[src/hw/rtl/swd_wte_pkg.sv]
// Shared types and constants for the serial wire debug write transfer engine.
package swd_wte_pkg;

	// Bit counts of the transfer phases.
	localparam int unsigned REQ_BITS  = 8;
	localparam int unsigned ACK_BITS  = 3;
	localparam int unsigned DATA_BITS = 32;

	// Configuration register indexes.
	localparam int unsigned CFG_IDX_W = 1;
	localparam logic [CFG_IDX_W-1:0] CFG_HALF_PERIOD = 1'b0;
	localparam logic [CFG_IDX_W-1:0] CFG_TURNAROUND  = 1'b1;

	// Transfer phases.
	typedef enum logic [2:0] {
		PH_IDLE,
		PH_REQ,
		PH_TURN1,
		PH_ACK,
		PH_TURN2,
		PH_DATA
	} phase_t;

	// One input beat: one tick of the sequencer.
	typedef struct packed {
		logic        cmd;
		logic [3:0]  request;
		logic [31:0] wdata;
		logic        line_in;
	} in_t;

	// One result beat: pin levels and status for that tick.
	typedef struct packed {
		logic       clock_out;
		logic       line_out;
		logic       line_drive;
		logic       busy_res;
		logic       done_res;
		logic [2:0] ack_code;
	} out_t;

	// Effective configuration, zero values already mapped to one.
	typedef struct packed {
		logic [7:0] half_ticks;
		logic [2:0] turn_bits;
	} cfg_t;

endpackage

[src/hw/rtl/swd_wte_cfg.sv]
// Configuration registers of the transfer engine.
module swd_wte_cfg (
	input  logic                               clk,
	input  logic                               arst_n,
	input  logic                               cfg_write,
	input  logic [swd_wte_pkg::CFG_IDX_W-1:0]  cfg_index,
	input  logic [7:0]                         cfg_data,
	output swd_wte_pkg::cfg_t                  cfg
);
	import swd_wte_pkg::*;

	logic [7:0] half_q;
	logic [2:0] turn_q;

	// Register writes.
	always_ff @(posedge clk or negedge arst_n) begin
		if (!arst_n) begin
			half_q <= 8'd1;
			turn_q <= 3'd1;
		end else if (cfg_write) begin
			unique case (cfg_index)
				CFG_HALF_PERIOD: half_q <= cfg_data;
				CFG_TURNAROUND:  turn_q <= cfg_data[2:0];
				default: ;
			endcase
		end
	end

	// A zero count behaves as one.
	assign cfg.half_ticks = (half_q == 8'd0) ? 8'd1 : half_q;
	assign cfg.turn_bits  = (turn_q == 3'd0) ? 3'd1 : turn_q;

endmodule

[src/hw/rtl/swd_wte_seq.sv]
// Transfer sequencer: state registers and the logic of one tick.
module swd_wte_seq (
	input  logic               clk,
	input  logic               arst_n,
	input  logic               step,
	input  swd_wte_pkg::in_t   item,
	input  swd_wte_pkg::cfg_t  cfg,
	output swd_wte_pkg::out_t  res
);
	import swd_wte_pkg::*;

	phase_t      phase_q;
	logic [5:0]  bit_count_q;
	logic [7:0]  tick_count_q;
	logic        high_half_q;
	logic [31:0] shift_q;
	logic [3:0]  request_q;
	logic        parity_q;
	logic [2:0]  ack_q;

	phase_t      phase_d;
	logic [5:0]  bit_count_d;
	logic [7:0]  tick_count_d;
	logic        high_half_d;
	logic [31:0] shift_d;
	logic [3:0]  request_d;
	logic        parity_d;
	logic [2:0]  ack_d;

	logic        start;
	logic        half_end;
	logic [5:0]  bit_next;
	logic        bitval;
	logic        in_data_bits;

	// Tick logic; a start beat is already the first tick of the start bit.
	always_comb begin
		start = (phase_q == PH_IDLE) && item.cmd;

		phase_d      = start ? PH_REQ : phase_q;
		bit_count_d  = start ? 6'd0 : bit_count_q;
		tick_count_d = start ? 8'd0 : tick_count_q;
		high_half_d  = start ? 1'b0 : high_half_q;
		shift_d      = start ? item.wdata : shift_q;
		request_d    = start ? item.request : request_q;
		parity_d     = start ? 1'b0 : parity_q;
		ack_d        = start ? 3'd0 : ack_q;

		res = '0;
		res.clock_out  = 1'b1;
		res.line_out   = 1'b1;
		res.line_drive = 1'b1;

		half_end     = ({1'b0, tick_count_d} + 9'd1) >= {1'b0, cfg.half_ticks};
		bit_next     = bit_count_d + 6'd1;
		in_data_bits = bit_count_d < 6'(DATA_BITS);
		bitval       = 1'b1;

		if (phase_d != PH_IDLE) begin
			res.busy_res  = 1'b1;
			res.clock_out = high_half_d;

			// Level on the data line for the current bit.
			unique case (phase_d)
				PH_REQ: begin
					unique case (bit_count_d[2:0])
						3'd0: bitval = 1'b1;
						3'd1: bitval = request_d[0];
						3'd2: bitval = request_d[1];
						3'd3: bitval = request_d[2];
						3'd4: bitval = request_d[3];
						3'd5: bitval = ^request_d;
						3'd6: bitval = 1'b0;
						3'd7: bitval = 1'b1;
						default: bitval = 1'b1;
					endcase
				end
				PH_DATA: bitval = in_data_bits ? shift_d[0] : parity_d;
				default: res.line_drive = 1'b0;
			endcase
			res.line_out = bitval;

			// Ack bits are sampled on the last tick of the clock-low half.
			if (phase_d == PH_ACK && !high_half_d && half_end &&
			    bit_count_d < 6'(ACK_BITS)) begin
				ack_d[bit_count_d[1:0]] = item.line_in;
			end

			// Tick, half and bit counting with phase advance.
			if (!half_end) begin
				tick_count_d = tick_count_d + 8'd1;
			end else begin
				tick_count_d = 8'd0;
				if (!high_half_d) begin
					high_half_d = 1'b1;
				end else begin
					high_half_d = 1'b0;
					if (phase_d == PH_DATA && in_data_bits) begin
						parity_d = parity_d ^ shift_d[0];
						shift_d  = {1'b0, shift_d[31:1]};
					end
					bit_count_d = bit_next;
					unique case (phase_d)
						PH_REQ: begin
							if (bit_next >= 6'(REQ_BITS)) begin
								phase_d     = PH_TURN1;
								bit_count_d = 6'd0;
							end
						end
						PH_TURN1: begin
							if (bit_next >= {3'd0, cfg.turn_bits}) begin
								phase_d     = PH_ACK;
								bit_count_d = 6'd0;
							end
						end
						PH_ACK: begin
							if (bit_next >= 6'(ACK_BITS)) begin
								phase_d     = PH_TURN2;
								bit_count_d = 6'd0;
							end
						end
						PH_TURN2: begin
							if (bit_next >= {3'd0, cfg.turn_bits}) begin
								phase_d     = PH_DATA;
								bit_count_d = 6'd0;
							end
						end
						default: begin
							if (bit_next > 6'(DATA_BITS)) begin
								phase_d      = PH_IDLE;
								bit_count_d  = 6'd0;
								high_half_d  = 1'b1;
								res.done_res = 1'b1;
								res.ack_code = ack_d;
							end
						end
					endcase
				end
			end
		end
	end

	// State registers, updated once per tick.
	always_ff @(posedge clk or negedge arst_n) begin
		if (!arst_n) begin
			phase_q      <= PH_IDLE;
			bit_count_q  <= 6'd0;
			tick_count_q <= 8'd0;
			high_half_q  <= 1'b1;
			shift_q      <= 32'd0;
			request_q    <= 4'd0;
			parity_q     <= 1'b0;
			ack_q        <= 3'd0;
		end else if (step) begin
			phase_q      <= phase_d;
			bit_count_q  <= bit_count_d;
			tick_count_q <= tick_count_d;
			high_half_q  <= high_half_d;
			shift_q      <= shift_d;
			request_q    <= request_d;
			parity_q     <= parity_d;
			ack_q        <= ack_d;
		end
	end

endmodule

[src/hw/rtl/swd_write_transfer_engine_top.sv]
// Top level of the serial wire debug write transfer engine.
//
//   port group   direction  handshake          payload
//   in_*         input      in_valid/in_stall  in_data (in_t), one tick per beat
//   out_*        output     out_valid/out_stall out_data (out_t), one per input beat
//   cfg_*        input      cfg_write          cfg_index, cfg_data
//
// Every input beat is one sequencer tick and yields one result beat via the input register
// and then the result register. One beat is taken per cycle unless the result side stalls;
// the tick logic between the two registers is the only path a beat passes through.
// Reset puts the engine idle with clock and data line high, half period one tick
// and turnaround one period.
// A stalled result register holds its beat and stalls the input register behind it.
module swd_write_transfer_engine_top (
	input  logic                               clk,
	input  logic                               arst_n,
	input  logic                               in_valid,
	output logic                               in_stall,
	input  swd_wte_pkg::in_t                   in_data,
	output logic                               out_valid,
	input  logic                               out_stall,
	output swd_wte_pkg::out_t                  out_data,
	input  logic                               cfg_write,
	input  logic [swd_wte_pkg::CFG_IDX_W-1:0]  cfg_index,
	input  logic [7:0]                         cfg_data
);
	import swd_wte_pkg::*;

	cfg_t cfg;
	in_t  item_s1;
	logic vld_s1;
	out_t res;
	out_t res_s2;
	logic vld_s2;
	logic adv;

	swd_wte_cfg u_cfg (
		.clk       (clk),
		.arst_n    (arst_n),
		.cfg_write (cfg_write),
		.cfg_index (cfg_index),
		.cfg_data  (cfg_data),
		.cfg       (cfg)
	);

	// A held beat moves on when the result register is free or being emptied.
	assign adv      = vld_s1 && (!vld_s2 || !out_stall);
	assign in_stall = vld_s1 && !adv;

	// Input register.
	always_ff @(posedge clk or negedge arst_n) begin
		if (!arst_n) begin
			vld_s1 <= 1'b0;
		end else if (!in_stall) begin
			vld_s1 <= in_valid;
		end
	end

	always_ff @(posedge clk) begin
		if (in_valid && !in_stall) begin
			item_s1 <= in_data;
		end
	end

	swd_wte_seq u_seq (
		.clk    (clk),
		.arst_n (arst_n),
		.step   (adv),
		.item   (item_s1),
		.cfg    (cfg),
		.res    (res)
	);

	// Result register.
	always_ff @(posedge clk or negedge arst_n) begin
		if (!arst_n) begin
			vld_s2 <= 1'b0;
		end else if (adv) begin
			vld_s2 <= 1'b1;
		end else if (!out_stall) begin
			vld_s2 <= 1'b0;
		end
	end

	always_ff @(posedge clk) begin
		if (adv) begin
			res_s2 <= res;
		end
	end

	assign out_valid = vld_s2;
	assign out_data  = res_s2;

`ifndef ASSERT_OFF
	// A tick that moves on always leaves a result beat behind.
	a_adv_fills: assert property (@(posedge clk) disable iff (!arst_n)
		adv |=> vld_s2)
		else $error("tick advanced without a result beat");

	// The input side stalls only behind a blocked result beat.
	a_stall_cause: assert property (@(posedge clk) disable iff (!arst_n)
		in_stall |-> (vld_s2 && out_stall))
		else $error("input stalled while result register could take a beat");

	// A finishing tick reports busy with the clock high.
	a_done_shape: assert property (@(posedge clk) disable iff (!arst_n)
		(adv && res.done_res) |-> (res.busy_res && res.clock_out))
		else $error("done tick without busy and clock high");

	// The ack code is only shown on the finishing tick.
	a_ack_quiet: assert property (@(posedge clk) disable iff (!arst_n)
		(adv && !res.done_res) |=> (res_s2.ack_code == 3'd0))
		else $error("ack code shown outside the done tick");
`endif

endmodule
[config.mk]
export PLATFORM = sky130hd
export DESIGN_NAME = swd_write_transfer_engine_top
export DESIGN_NICKNAME = d
export VERILOG_FILES = /design/src/hw/rtl/swd_wte_pkg.sv /design/src/hw/rtl/swd_wte_cfg.sv /design/src/hw/rtl/swd_wte_seq.sv /design/src/hw/rtl/swd_write_transfer_engine_top.sv
export SDC_FILE = /design/constraint.sdc
export NUM_CORES = 1
export LEC_CHECK = 0
export ABC_AREA = 1
export BUFFER_PORTS_ARGS = -buffer_cell sky130_fd_sc_hd__buf_2
export CORE_UTILIZATION = 47
export DETAILED_ROUTE_END_ITERATION = 8
export PLACE_DENSITY = 0.77
export SLEW_MARGIN = 30
export SYNTH_ARGS = -nofsm -noshare
export SYNTH_HDL_FRONTEND = slang
export SYNTH_SLANG_ARGS = --single-unit
[constraint.sdc]
create_clock -name clk -period 7.73 [get_ports clk]
set_input_delay 0.3865 -clock clk [delete_from_list [all_inputs] [get_ports clk]]
set_output_delay 0.3865 -clock clk [all_outputs]
set_load 0.02 [all_outputs]
# [Word-level counts from Yosys, hierarchy flattened]
# Cells that the tools add are included.
[totals] elab_cells=140 output_inout_bits=10 regBits=117
[classes] muxes=58 eq_ne=13 order_cmp=9 addsub=3 bitwise=6 reduce_logical=29
[op_table] operator="two-way mux 32 bit" count=5
[op_table] operator="two-way mux 6 bit" count=8
[op_table] operator="two-way mux 3 bit" count=13
[op_table] operator="two-way mux 8 bit" count=4
[op_table] operator="two-way mux 4 bit" count=5
[op_table] operator="equality test 3 bit (second input constant)" count=6
[op_table] operator="one-hot mux 6 bit (3 select lines)" count=1
[op_table] operator="two-way mux 1 bit" count=16
[op_table] operator="equality test 3 x 2 -> 1 bit (second input constant)" count=4
[op_table] operator="one-hot mux 3 bit (4 select lines)" count=1
[op_table] operator="adder 8 x 1 -> 9 bit (second input constant)" count=1
[op_table] operator=">= comparator 9 x 8 -> 1 bit" count=1
[op_table] operator="logical AND 1 bit" count=9
[op_table] operator="zero test 3 bit" count=3
[op_table] operator="adder 8 x 1 -> 8 bit (second input constant)" count=1
[op_table] operator="zero test 8 bit" count=1
[op_table] operator="OR reduction 8 bit" count=1
[op_table] operator="one-hot mux 1 bit (7 select lines)" count=1
[op_table] operator="OR reduction 7 bit" count=1
[op_table] operator="adder 6 x 1 -> 6 bit (second input constant)" count=1
[op_table] operator="equality test 3 x 1 -> 1 bit (second input constant)" count=2
[op_table] operator=">= comparator 6 x 2 -> 1 bit (second input constant)" count=1
[op_table] operator=">= comparator 6 x 3 -> 1 bit" count=1
[op_table] operator=">= comparator 6 x 4 -> 1 bit (second input constant)" count=1
[op_table] operator="other kinds (19)" count=30

# [Logic depth before layout (Yosys ltp)]
# Gate-level depths: netlist (run 1).
[logic_depth] ltp_word=14 mapped_depth=26 ltp_nobuf=24

# [Modules after synthesis]
# Synthesis (run 1) repeated with hierarchy kept, for this count alone.
[hier_totals] hier_cells=768 hier_area_um2=6269.8
[by_module_without_submodules] mod="swd_wte_seq" area_per_inst_um2=4280.4 cells_each=648 instances=1
[by_module_without_submodules] mod="swd_write_transfer_engine_top" area_per_inst_um2=1476.4 cells_each=58 instances=1
[by_module_without_submodules] mod="swd_wte_cfg" area_per_inst_um2=513.0 cells_each=62 instances=1

# [Least setup slack after synthesis (run 1)]
# OpenSTA, ideal clock, no wires.
[synth_timing] path_type="register to register" startpoint="register u_seq.phase_q[1]" endpoint="register u_seq.shift_q[26]" arrival_time_ns=3.022 stages_incl_launch_ff=24 setup_slack_ns=4.590 path_buffers=2 path_cell_list="dfrtp_1 > nor2_2 > nand2_4 > buf_4 > nand2_1 > inv_1 > ha_1 > nand4_1 > xor2_1 > ha_1 > a21o_1 > nor2_1 > o21ai_0 > nand2_1 > nand2_1 > nand2_1 > nand3_4 > nand2_4 > nor2_4 > nand2_2 > buf_2 > nand2_1 > nand3_1 > nand2_1"
[synth_via] elab_chain_cells=9
[synth_lines] element="start: declaration" line="swd_wte_seq.sv:12" rtl="phase_t phase_q;"
[synth_lines] element="start signal: assignment" line="swd_wte_seq.sv:155" rtl="phase_q <= phase_d;"
[synth_lines] element="parallel branches: the longest is 8 deep, another holds adder 8 x 1 -> 9 bit"
[synth_lines] element="two-way mux 32 bit *" line="swd_wte_seq.sv:59" rtl="if (phase_d != PH_IDLE) begin"
[synth_lines] element="end signal: assignment" line="swd_wte_seq.sv:159" rtl="shift_q <= shift_d;"
[synth_lines] element="end: declaration" line="swd_wte_seq.sv:16" rtl="logic [31:0] shift_q;"
# Every way passes the cells marked *.
# A chain may end at the register's enable or synchronous reset.

# [Worst setup path after layout (run 1)]
[layout_timing] startpoint="register u_seq.phase_q[0]" endpoint="register u_seq.shift_q[24]"
# Same word-level chain as after synthesis.

==> results of run 1 <==
## flip-flops by register name, indices dropped and copies added, names as in the netlist
name / count
u_seq.ack_q: 3
u_seq.phase_q: 3
item_s1: 38
out_valid: 1
u_seq.tick_count_q: 8
u_seq.parity_q: 1
u_seq.shift_q: 32
out_data: 8
u_seq.request_q: 4
u_cfg.half_q: 8
u_seq.bit_count_q: 6
vld_s1: 1
u_seq.high_half_q: 1
u_cfg.turn_q: 3
## metal layers
layer | share of wire | up-vias | GRT usage
met5 | 0 | - | 0
met4 | 0.024 | 0 | 0.09740
met3 | 0.053 | 26 | 0.04475
met2 | 0.47 | 146 | 0.3206
met1 | 0.45 | 2279 | 0.2643
li1 | - | 2547 | -
## through the flow
step / std cells / total power (uW) / hold WS, ps / util
2_1_floorplan: 742 / 1591 / 90.91 / -
6_report: 985 / 2583 / 52.53 / 0.5683
3_3_place_gp: 953 / 1760 / 461.2 / 0.5213
5_1_grt: 985 / 2759 / 127.4 / 0.5683
4_1_cts: 985 / 2592 / 121.1 / 0.5680
3_5_place_dp: 953 / 1773 / 464.3 / 0.5213
## power by group through the flow
stage | Clock [uW] | Sequential, uW | Combinational [uW]
after floorplan | 0 | 899 | 692
after global placement | 0 | 906 | 854
after detailed placement | 0 | 906 | 867
after CTS | 817 | 901 | 874
after global routing | 840 | 920 | 999
final | 806 | 902 | 875
## synth_stat cells
cell type | instances | share of area
clkbuf_1 | 10 | 0.0060
a21o_1 | 1 | 0.0012
xnor2_1 | 1 | 0.0014
or2_2 | 1 | 0.0010
nand3_4 | 1 | 0.0028
o21ai_1 | 4 | 0.0032
nand4_1 | 12 | 0.012
a22o_1 | 1 | 0.0014
a41o_1 | 1 | 0.0016
buf_1 | 1 | 0.00060
nand2_2 | 2 | 0.0020
inv_2 | 3 | 0.0018
xor2_1 | 7 | 0.0098
o21ai_0 | 39 | 0.031
inv_1 | 72 | 0.043
dfrtp_1 | 68 | 0.27
nand2_1 | 260 | 0.16
a211o_1 | 1 | 0.0014
buf_4 | 3 | 0.0036
nor3_1 | 6 | 0.0048
mux2i_1 | 30 | 0.048
buf_6 | 3 | 0.0054
nor2_4 | 1 | 0.0018
nand3_1 | 54 | 0.043
a21oi_1 | 32 | 0.026
nor3_2 | 2 | 0.0032
a22oi_1 | 5 | 0.0060
nand3_2 | 2 | 0.0032
nor4_1 | 2 | 0.0020
o21bai_1 | 1 | 0.0012
dfstp_2 | 3 | 0.013
ha_1 | 16 | 0.032
nor2_1 | 34 | 0.020
nor2_2 | 3 | 0.0030
edfxtp_1 | 46 | 0.22
nand2_4 | 2 | 0.0036
a31oi_1 | 2 | 0.0020
clkinv_1 | 1 | 0.00060
buf_2 | 9 | 0.0072
## final timing paths
check | startpoint | to | slack [ps] | depth (start not counted)
worst max-delay path | u_seq.phase_q[0] | u_seq.shift_q[24] | 2910 | 22
worst min-delay path | arst_n | u_seq.phase_q[0] | 50 | 2
worst max register to register | u_seq.phase_q[0] | u_seq.shift_q[24] | 2910 | 22
worst min register to register | u_seq.shift_q[0] | u_seq.shift_q[0] | 470 | 2
max in group asynchronous | arst_n | u_seq.tick_count_q[5] | 7160 | 2
min in group clk | in_data[18] | item_s1[18] | 140 | 1
## cell type report
class,instances,share of cell area
Clock inverter,13,0.02258
Multi-Input combinational cell,523,0.3666
Timing Repair Buffer,65,0.04671
Inverter,76,0.03930
Clock buffer,19,0.05963
Tap cell,172,0.02964
Sequential cell,117,0.4355
## logic make-up after synthesis
| logic type | count (synthesis) | synth area share |
|---|---|---|
| muxes | 30 | 0.04806 |
| xor gates and xnor gates | 8 | 0.01121 |
| DFF | 117 | 0.5060 |
| buffers and inverters | 102 | 0.06848 |
| adders and majority gates | 16 | 0.03204 |
| and+or+nand+nor | 382 | 0.2593 |
| AOI/OAI and AO/OA | 87 | 0.07489 |
## worst register-to-register path: stages (launching register included)
cell and delay, ps:
dfrtp_1 450, nor2_2 90, nand2_4 620, inv_2 300
nor2_1 220, ha_1 210, nand4_1 170, nor2_2 230
xor2_1 220, ha_1 270, nand2_1 70, inv_1 40
nand3_1 60, nor3_1 40, nor2_1 220, nand3_4 170
nand2_4 160, nor2_4 50, nand2_2 450, inv_2 390
nand2_1 160, nand3_1 80, nand2_1 90
## cell usage in the layout (no fill, tap or decap), drive strengths merged, types with 8 or more instances in the layout
cell type and n:
nand4 12, nand3 57, nor2 38, nor3 8, dfrtp 68, buf 65
o21ai 43, a21oi 32, nand2 264, inv 75, clkbuf 19, edfxtp 46
clkinv 9, mux2i 30, ha 16
==> impl_results.md, run 1 <==
- Final WS setup: 2909 ps
- Post-route setup TNS: 0 ps
- Max H-tree Level: 4
- Die width: 117.3 um
- Crit-path max cell delay: 620 ps
- Slew headroom: 0.4215
- Worst Tran Pin Value: 867.7 ps
- 1st-iter DRT viols: 379
- # fillers: 1124
- Multi-input gate area: 2661 um^2
- CP max FO: 64
- Outcome: completed
- Sequential cell area: 3162 um^2
- Synth warnings: 0
- CTS sink cnt: 117
- Total GRT Usage: 0.2029
- Req. time, crit path: 8090 ps
- CTS tree: yes
- Worst setup EP type: flip-flop
- # rows: 41
- Syn avg cell area: 8.421 um^2
- Count of hold-fix buffers inserted at cts: 0
- Worst slack at placement: 2980 ps
- First-pass GRT wire length: 22160 um
- Clk buf depth: 2
- Antenna violations before repair: 0
- Hold/Removal Path Class: primary input to asynchronous set/reset pin
- Vias post-DR: 4998
- Routed len/inst: 13.02 um
- Setup Crit Path Kind: flip-flop to flip-flop
- RSZ-0062 raised after global routing: false
- Detail Route Antenna Nets: 0
- Initial Util: 0.4892
- Routed wire length: 12820 um
- Flops & latches, synth: 117
- CP Launch Type: flip-flop
- CP top delay family: simple AND/OR/NAND/NOR gates
- Largest net degree at the start of global routing: 72
- Cell Area, Synth: 6248 um^2
- Final Instance Area: 7259 um^2
- Gate power share: 0.339
- Total grt overflow: 0
- Top Ports: 62
- 1st-pass router iterations: 5
- Crit-path cells: nor2_2 -> nand2_4 -> inv_2 -> nor2_1 -> ha_1 -> nand4_1 -> nor2_2 -> xor2_1 -> ha_1 -> nand2_1 -> inv_1 -> nand3_1 -> nor3_1 -> nor2_1 -> nand3_4 -> nand2_4 -> nor2_4 -> nand2_2 -> inv_2 -> nand2_1 -> nand3_1 -> nand2_1
- Fin. Hold Viols: 0
- # diodes: 0
- Core area: 12770 um^2
- Vias in the first global route: 4748
- Clock latency on the worst-skew pair: 420 ps
- Die area: 13760 um^2
- Die Y: 117.3 um
- Sw frac: 0.3602
- Synth cell types: 39
- Final Slew Violations: 0
- Root Buffer: clkbuf_16
- Arrival time of the worst setup path: 5180 ps
- Post-Synthesis Cells: 742
- Syn nets: 810
- TritonCTS buffer count: 17
- GPL Wtd Cong: 0.9308
- Max VDD drop: 0.1701 mV
- Via density: 5.074
- # Post-CTS Setup Buffers: 0
- Worst path buffer plus inverter count: 3
- Area Overhead vs Synth: 16.18%
- Resized cells post-CTS: 0
- Pwr Density: 355.8 nW/um^2
- Min Tclk post-route: 4821 ps
- Reg power frac: 0.349
- Clock transition at path regs: 60 ps
- Clock power frac: 0.312
- # DRC: 0
- Max-cap violations: 0
- Pleak: 0.003704 uW
- Final worst-path cycle share: 0.6237
- Final Setup Violations: 0
- DP HPWL: 8318 um
- Slowest-stage cell, CP: nand2_4
- Layout cell share with drive strength beyond 1: 0.1390
- Sequential share of the synthesized area: 0.5060
- Crit path top cell by count: nand2_1
- Psw: 930.2 uW
- Layout Skew: 7.338 ps
- PortBufs: 61
- Cell Area, Placed: 6659 um^2
- Nets@finish: 868
- Internal power: 1653 uW
- Peak Freq: 207.4 MHz
No activity file was read; power rests on OpenSTA's default activity.
==> run 2, diff against run 1 <==
- PLACE_DENSITY: 0.77 -> 0.79
- clock period: 7.73 -> 4.3 ns (I/O delays scaled with it)
==> impl_results.md, run 2 (synthesized netlist as in run 1, its figures left out) <==
- R2R Path End: u_seq.shift_q[13] (was u_seq.shift_q[24])
- R2R depth: 22 (unchanged)
- First-pass GRT wire length: 23710 um (was 22160 um)
- Fin. Hold Viols: 0 (unchanged)
- Total GRT Usage: 0.2176 (was 0.2029)
- Met1 Usage GRT: 0.2696 (was 0.2643)
- Hold/Removal Path Class: primary input to flip-flop (was primary input to asynchronous set/reset pin)
- Final Instance Area: 7630 um^2 (was 7259 um^2)
- Die Y: 117.3 um (unchanged)
- Vias post-DR: 5274 (was 4998)
- Worst path buffer plus inverter count: 3 (unchanged)
- Layout cell share with drive strength beyond 1: 0.1434 (was 0.1390)
- Most frequent cells in the layout: nand2_1, inv_1, dfrtp_1 (unchanged)
- CP Launch Type: flip-flop (unchanged)
- Vias in the first global route: 5107 (was 4748)
- Routed len/inst: 13.77 um (was 13.02 um)
- Resized cells post-CTS: 0 (unchanged)
- Hold Path Sink: u_cfg.half_q[7]
- Count of hold-fix buffers inserted at cts: 40 (was 0)
- GPL Wtd Cong: 0.9135 (was 0.9308)
- Top Ports: 62 (unchanged)
- 1st-iter DRT viols: 338 (was 379)
- Most used routing layer: met2 (unchanged)
- Detail Route Antenna Nets: 0 (unchanged)
- Max FFs per register: 38 (unchanged)
- Max H-tree Level: 4 (unchanged)
- Root Buffer: clkbuf_16 (unchanged)
- Hold wc startpoint: cfg_data[7]
- CP top delay family: simple AND/OR/NAND/NOR gates (unchanged)
- Total grt overflow: 0 (unchanged)
- Crit path top cell by count: nand2_1 (unchanged)
- Top Registers: item_s1: 38 flops, u_seq.shift_q: 32 flops (unchanged)
- Final Slew Violations: 0 (unchanged)
- # diodes: 0 (unchanged)
- Slew headroom: 0.4611 (was 0.4215)
- # fillers: 1042 (was 1124)
- Cell Area, Placed: 6696 um^2 (was 6659 um^2)
- Largest net degree at the start of global routing: 65 (was 72)
- RSZ-0062 raised after global routing: false (unchanged)
- Initial Util: 0.4892 (unchanged)
- Crit-path cells: nor2_2 -> nand2_4 -> inv_2 -> nor2_1 -> ha_1 -> nand4_1 -> nor2_2 -> xor2_1 -> ha_1 -> nand2_1 -> inv_1 -> nand3_1 -> nor3_1 -> nor2_1 -> nand3_4 -> nand2_4 -> nor2_4 -> nand2_2 -> inv_2 -> nand2_1 -> nand3_1 -> nand2_1 (unchanged)
- Die width: 117.3 um (unchanged)
- Antenna violations before repair: 0 (unchanged)
- Area Overhead vs Synth: 22.11% (was 16.18%)
- TritonCTS buffer count: 17 (unchanged)
- Clock transition at path regs: 50 ps (was 60 ps)
- Pleak: 0.003856 uW (was 0.003704 uW)
- Req. time, crit path: 4610 ps (was 8090 ps)
- CTS tree: yes (unchanged)
- Multi-input gate area: 2661 um^2 (unchanged)
- Worst setup EP type: flip-flop (unchanged)
- # rows: 41 (unchanged)
- Core area: 12770 um^2 (unchanged)
- Top reg by flops: item_s1 (unchanged)
- Clock latency on the worst-skew pair: 430 ps (was 420 ps)
- Via density: 5.120 (was 5.074)
- Arrival time of the worst setup path: 4090 ps (was 5180 ps)
- Pwr Density: 596.2 nW/um^2 (was 355.8 nW/um^2)
- R2R setup slack: 520 ps (was 2910 ps)
- CP max FO: 30 (was 64)
- Setup Crit Path Kind: flip-flop to flip-flop (unchanged)
- # DRC: 0 (unchanged)
- Peak Freq: 264.6 MHz (was 207.4 MHz)
- CTS sink cnt: 117 (unchanged)
- Final Setup Violations: 0 (unchanged)
- Hold Path Depth: 3
- 1st-pass router iterations: 5 (unchanged)
- Min Tclk post-route: 3780 ps (was 4821 ps)
- Slowest-stage cell, CP: dfrtp_1 (was nand2_4)
- # Post-CTS Setup Buffers: 0 (unchanged)
- R2R Path Start: u_seq.phase_q[1] (was u_seq.phase_q[0])
- Nets@finish: 913 (was 868)
- Outcome: completed (unchanged)
- PortBufs: 61 (unchanged)
- Commonest non-fill, non-tap cell in the layout: nand2_1 (unchanged)
- Routed wire length: 14180 um (was 12820 um)
- Worst Tran Pin Value: 808.4 ps (was 867.7 ps)
- Max VDD drop: 0.3816 mV (was 0.1701 mV)
- Max-cap violations: 0 (unchanged)
- Post-Route Utilization: 0.5973 (was 0.5683)
- Final worst-path cycle share: 0.8790 (was 0.6237)
- Layout Skew: 12.79 ps (was 7.338 ps)
- GRT met2 Usage: 0.3650 (was 0.3206)
- Clk buf depth: 2 (unchanged)
- Crit-path max cell delay: 460 ps (was 620 ps)
- Sequential cell area: 3162 um^2 (unchanged)
- Die area: 13760 um^2 (unchanged)
- Crit path from: u_seq.phase_q[1] (was u_seq.phase_q[0])
- Met3 GRT Util: 0.06615 (was 0.04475)
- DP HPWL: 9012 um (was 8318 um)
- Post-route setup TNS: 0 ps (unchanged)
[run 2: changes by cell type in the layout (fill, tap and decap cells not counted)]
cell           change
inv_6              +2
buf_6              -1
clkinv_1           -3
clkinvlp_4         +3
buf_4              +6
bufinv_16          -4
clkinv_4           +4
clkbuf_1           -2
dlygate4sd3_1     +40
[run 2: power by group]
group | switching (uW) | internal (uW) | leakage (uW)
clock network | 534 | 733 | 0.000255
registers | 170 | 1460 | 0.00133
logic | 1060 | 593 | 0.00227
[run 2: worst register-to-register path, cell delays in order, from the launching register on]
cell	delay, ps
dfrtp_1	460
nor2_2	100
nand2_4	80
inv_2	80
nor2_1	140
ha_1	200
nand4_1	160
nor2_2	230
xor2_1	120
ha_1	320
nand2_1	70
inv_1	70
nand3_1	70
nor3_1	160
nor2_1	110
nand3_4	160
nand2_4	110
nor2_4	120
nand2_2	180
inv_2	430
nand2_1	140
nand3_1	110
nand2_1	50
[run 2: stage by stage]
stage          total power (uW)  hold slack (ps)  instances  setup slack (ps)
2_1_floorplan              2860           -80.59        742              1160
3_3_place_gp               3196            356.5        958             714.5
3_5_place_dp               3234            343.6        958             614.2
4_1_cts                    4541            33.58       1030             562.6
5_1_grt                    4851            31.79       1030             177.4
6_report                   4549            39.62       1030             520.4
[run 2: per-layer routing]
layer,part of all wire,up-vias
met5,0,-
met4,0.013,0
met3,0.058,22
met2,0.48,169
met1,0.44,2438
li1,-,2645
[run 2: area by class of cell]
| cell class | instances | area share |
|---|---|---|
| clock inverters | 15 | 0.01410 |
| multi-input cells | 523 | 0.3488 |
| clock buffers | 17 | 0.05576 |
| repair buffers | 110 | 0.1013 |
| inverters | 76 | 0.03739 |
| flip-flops and latches | 117 | 0.4144 |
| well taps | 172 | 0.02821 |
[run 2: worst max path at each step]
stage	slack, ps	to	cells past startpoint
2_1_floorplan	1160	u_seq.shift_q[26]	23
3_3_place_gp	710	u_seq.shift_q[10]	22
3_5_place_dp	610	u_seq.shift_q[3]	22
4_1_cts	560	u_seq.shift_q[20]	22
5_1_grt	180	u_seq.shift_q[27]	22
6_report	520	u_seq.shift_q[13]	22
